[config.mk]
export PLATFORM = sky130hd
export DESIGN_NAME = skrt_cell
export DESIGN_NICKNAME = d
export VERILOG_FILES = /design/src/rtl/skrt_pkg.sv /design/src/rtl/skrt_cell.sv
export SDC_FILE = /design/constraint.sdc
export NUM_CORES = 1
export LEC_CHECK = 0
export BUFFER_PORTS_ARGS = -buffer_cell sky130_fd_sc_hd__buf_2
export CORE_AREA = 8 8 395 397
export DETAILED_ROUTE_END_ITERATION = 16
export DIE_AREA = 0 0 403 405
export PLACE_DENSITY = 0.4
export SLEW_MARGIN = 20
export SYNTH_ARGS = -nofsm -noshare
export SYNTH_HDL_FRONTEND = slang
export SYNTH_SLANG_ARGS = --single-unit
[constraint.sdc]
create_clock -name clk -period 12.74 [get_ports clk]
set_input_delay 0.637 -clock clk [delete_from_list [all_inputs] [get_ports clk]]
set_output_delay 0.637 -clock clk [all_outputs]
set_load 0.1 [all_outputs]
[src/rtl/skrt_pkg.sv]
package skrt_pkg;

  localparam int DEPTH_DEFAULT = 16;

  localparam int DATA_W = 264;

  localparam logic [2:0] CMD_INSERT   = 3'd0;
  localparam logic [2:0] CMD_UPDATE   = 3'd1;
  localparam logic [2:0] CMD_DELETE   = 3'd2;
  localparam logic [2:0] CMD_READ_FWD = 3'd3;
  localparam logic [2:0] CMD_READ_REV = 3'd4;

  localparam logic [2:0] ST_OK        = 3'd0;
  localparam logic [2:0] ST_NOT_FOUND = 3'd1;
  localparam logic [2:0] ST_EMPTY     = 3'd2;
  localparam logic [2:0] ST_FULL      = 3'd3;
  localparam logic [2:0] ST_RANK      = 3'd4;

  typedef struct packed {
    logic [63:0] salary_bits;
    logic [31:0] name_high;
    logic [63:0] name_mid;
    logic [63:0] name_low;
    logic [31:0] key;
  } rec_t;

  typedef struct packed {
    logic [3:0] rank;
    rec_t       rec;
    logic [2:0] command;
  } req_t;

  typedef struct packed {
    logic ins;
    logic upd;
    logic del;
  } cell_ctrl_t;

  function automatic logic key_lt(logic [31:0] a, logic [31:0] b);
    key_lt = $signed(a) < $signed(b);
  endfunction

endpackage

[src/rtl/skrt_cell.sv]
module skrt_cell import skrt_pkg::*; (
  input  logic        clk,
  input  cell_ctrl_t  ctrl,
  input  rec_t        new_rec,
  input  rec_t        left_rec,
  input  rec_t        right_rec,
  input  logic        occ,
  input  logic        left_lt,
  input  logic        left_ge,
  output logic        lt,
  output logic        ge,
  output logic        eq,
  output rec_t        rec
);

  rec_t rec_r;
  rec_t rec_nxt;
  logic below;

  assign below = key_lt(rec_r.key, new_rec.key);
  assign lt    = occ & below;
  assign ge    = occ & ~below;
  assign eq    = occ & (rec_r.key == new_rec.key);
  assign rec   = rec_r;

  always_comb begin
    rec_nxt = rec_r;
    if (ctrl.ins) begin
      if (left_ge) begin
        rec_nxt = left_rec;
      end else if (!lt) begin
        rec_nxt = new_rec;
      end
    end else if (ctrl.upd && eq && left_lt) begin
      rec_nxt.name_low    = new_rec.name_low;
      rec_nxt.name_mid    = new_rec.name_mid;
      rec_nxt.name_high   = new_rec.name_high;
      rec_nxt.salary_bits = new_rec.salary_bits;
    end else if (ctrl.del && !lt) begin
      rec_nxt = right_rec;
    end
  end

  always_ff @(posedge clk) begin
    rec_r <= rec_nxt;
  end

endmodule

==> impl_metrics.yaml <==
status:
  status: "finished, final reports clean"
cells_and_area:
  nNetsFinal: 3280
  syn_to_final_growth_pct: 47.5
  largest_reg_flops: 256
  drive_gt1_frac: 0.524
  post_layout_nonfiller_instances: 4453
worst_setup_path:
  r2r-end: "rec[220]"
  required_ns: 12.94
  crit_type: "reg2reg"
  cp.arrival_ns: 4.75
  crit_fanout: 103
  rr_startpoint: "rec[31]"
  rr_worst_depth: 8
  r2r_slack_ns: 8.19
  cp-start-kind: "register"
  worst_setup_path_end_kind: "register"
yosys:
  synth.net_count: 2324
  synth_edf_count: 256
  mappedNetlistArea_mm2: 0.0174
  synth_flop_cell: "edfxtp_1"
  yosysTopAreaCell: "edfxtp_1"
  yosysSeqAreaShare: 0.443
  yosys-top-cells-count: "256 x edfxtp_1, 256 x mux2i_1, 179 x a21oi_1"
  synthArstFlopShare: 0
  syn_area_per_cell_um2: 11.4
  ys_warn_count: 0
  yosys-top-cells-area: "edfxtp_1 44%, mux2i_1 15%, a211oi_2 7.3%, and2_1 6.1%, a211oi_1 5.4%"
  ys_types: 42
  syn_inst: 1517
  ys_ff_latch: 256
  synth_top_area_share: 0.443
global_routing:
  grt_pass1_vias: 17300
  grt_util_met2: 0.231
  grtUsageMet1: 0.170
  grt_use_met3: 0.0411
  track_usage: 0.136
  overflow: 0
  grt_pass1_wl_mm: 155
  antenna_found_initial: 83
  grt.busiest_layer: "met2"
  grt_max_degree: 153
drt:
  routedWlPerCell_um: 26.7
  first_pass_iters: 5
  antenna_left: 0
  first_iter_violations: 1150
  drc: 0
  via_per_inst: 3.81
  vias: 17000
  wirelength_mm: 119
clock_tree:
  cts_hold_buf: 0
  clock-sinks: 256
  clk_latency_ns: 0.57
  cts_tree: "built"
  clkSlewWorstSetupHoldPaths_ns: 0.06
  post_cts_resized: 0
  clock_tree.root_cell: "clkbuf_16"
  numCtsBuffers: 38
  h-tree-depth: 2
  post_cts_buffers: 0
  max-clock-path-buffers: 3
die:
  dieHeight_um: 405
  die-area_mm2: 0.163
  die_width_um: 403
  ios: 1034
  placementRows: 142
  core-area_mm2: 0.149
  start_util: 0.116
power:
  p_per_area_mw_per_mm2: 139
  finalPower_uw: 3570
  irDropWorstVdd_mv: 0.0762
  swShare: 0.448
  power_leakage_uw: 0.0106
  p_int_uw: 1970
  switching_power_uw: 1600
  power_frac_seq: 0.312
  p_clk_frac: 0.299
  comb_power_share: 0.389
sta:
  fin_skew_ns: 0.0145
  hold_viol: 0
  fin_setup_tns_ns: 0
  timing.final.ws_setup_ns: 8.19
  min_period_over_period: 0.357
  max_slew_margin: 0.292
  tightest_slew_ns: 1.06
  fmaxAchievable_mhz: 220
  rsz0062_at_grt: "no"
  hold_ws_ns: 0.390
  finalSetupViolCount: 0
  finalMaxSlewViolations: 0
  fin_crit_ns: 4.55
place:
  pre_cts_ws_ns: 7.79
  numPortBuffers: 1033
  dpl.hpwl_mm: 98.8
  place_congestion: 0.905
  dp_cells: 4376
worst_hold_path:
  hold_end: "rec[28]"
  hold_depth: 3
  hold_path.class: "in2reg"
  hold_start: "right_rec[28]"
flow_run:
  drv_cap: 0
==> worst max path at each step <==
| stage | to | startpoint | cells after the start |
|---|---|---|---|
| floorplan | rec[100] | rec[31] | 9 |
| global placement | rec[178] | new_rec[26] | 11 |
| detailed placement | rec[196] | new_rec[26] | 9 |
| CTS | rec[178] | rec[31] | 9 |
| global route | rec[211] | rec[31] | 8 |
| finish | rec[220] | rec[31] | 8 |
==> cells in the final DEF, fill, tap and decap left out, types with 2 or more instances in the layout <==
cell and instances:
mux2i_1 256, clkinv_1 5, ha_1 32, clkinv_2 7, edfxtp_1 256, clkbuf_16 41
a211oi_1 124, nor2_1 35, a221oi_1 2, diode_2 10, bufinv_16 2, buf_2 1031
and2_4 7, a21oi_1 179, clkinvlp_4 2, nand2_1 10, clkbuf_1 9, a211oi_2 102
and2_1 170, o21ai_0 4, nor3_1 3, and2_0 48, nand4_1 6, a21oi_2 90
buf_4 12, buf_8 2, buf_12 5, inv_1 36, nand3_1 4
==> per-layer routing <==
metal	up-vias	wire [µm]
li1	7704	-
met1	8254	49900
met2	813	57000
met3	190	8970
met4	22	2790
met5	-	138
==> per-stage QoR <==
step	area, µm²	utilization
2_1_floorplan	17400	-
3_3_place_gp	24400	0.163
3_5_place_dp	24400	0.163
4_1_cts	25600	0.171
5_1_grt	25600	0.172
6_report	25600	0.172
==> layout make-up <==
cell class / count / area [µm²]
clock buffer: 50 / 1060
inverter: 36 / 135
multi-input combinational: 1090 / 8740
sequential: 256 / 7690
antenna: 10 / 25.0
tap: 1944 / 2430
clock inverter: 16 / 129
fill: 16900 / 124000
timing repair buffer: 1051 / 5410
==> cells by family after synthesis <==
family,synth area share
simple gates,0.102
xor+xnor,0.000504
mux,0.148
buf+inv,0.0545
compound gates,0.230
flops,0.443
fa+ha+maj,0.0231
==> critical path: stages (launching register included) <==
cell	delay, ns
edfxtp_1	0.39
ha_1	0.44
nand4_4	0.16
nor4_4	0.41
and3_2	0.30
and3_4	0.55
o31a_2	0.85
buf_12	0.30
buf_16	0.40
==> power groups by stage <==
| stage | Clock, µW | Combinational (µW) | Sequential, µW |
|---|---|---|---|
| 3_3_place_gp | 0 | 1400 | 1130 |
| 6_report | 1070 | 1390 | 1110 |
| 5_1_grt | 1140 | 1440 | 1120 |
| 2_1_floorplan | 0 | 270 | 1860 |
| 4_1_cts | 1120 | 1400 | 1110 |
| 3_5_place_dp | 0 | 1400 | 1130 |
No activity file was read; power rests on OpenSTA's default activity.
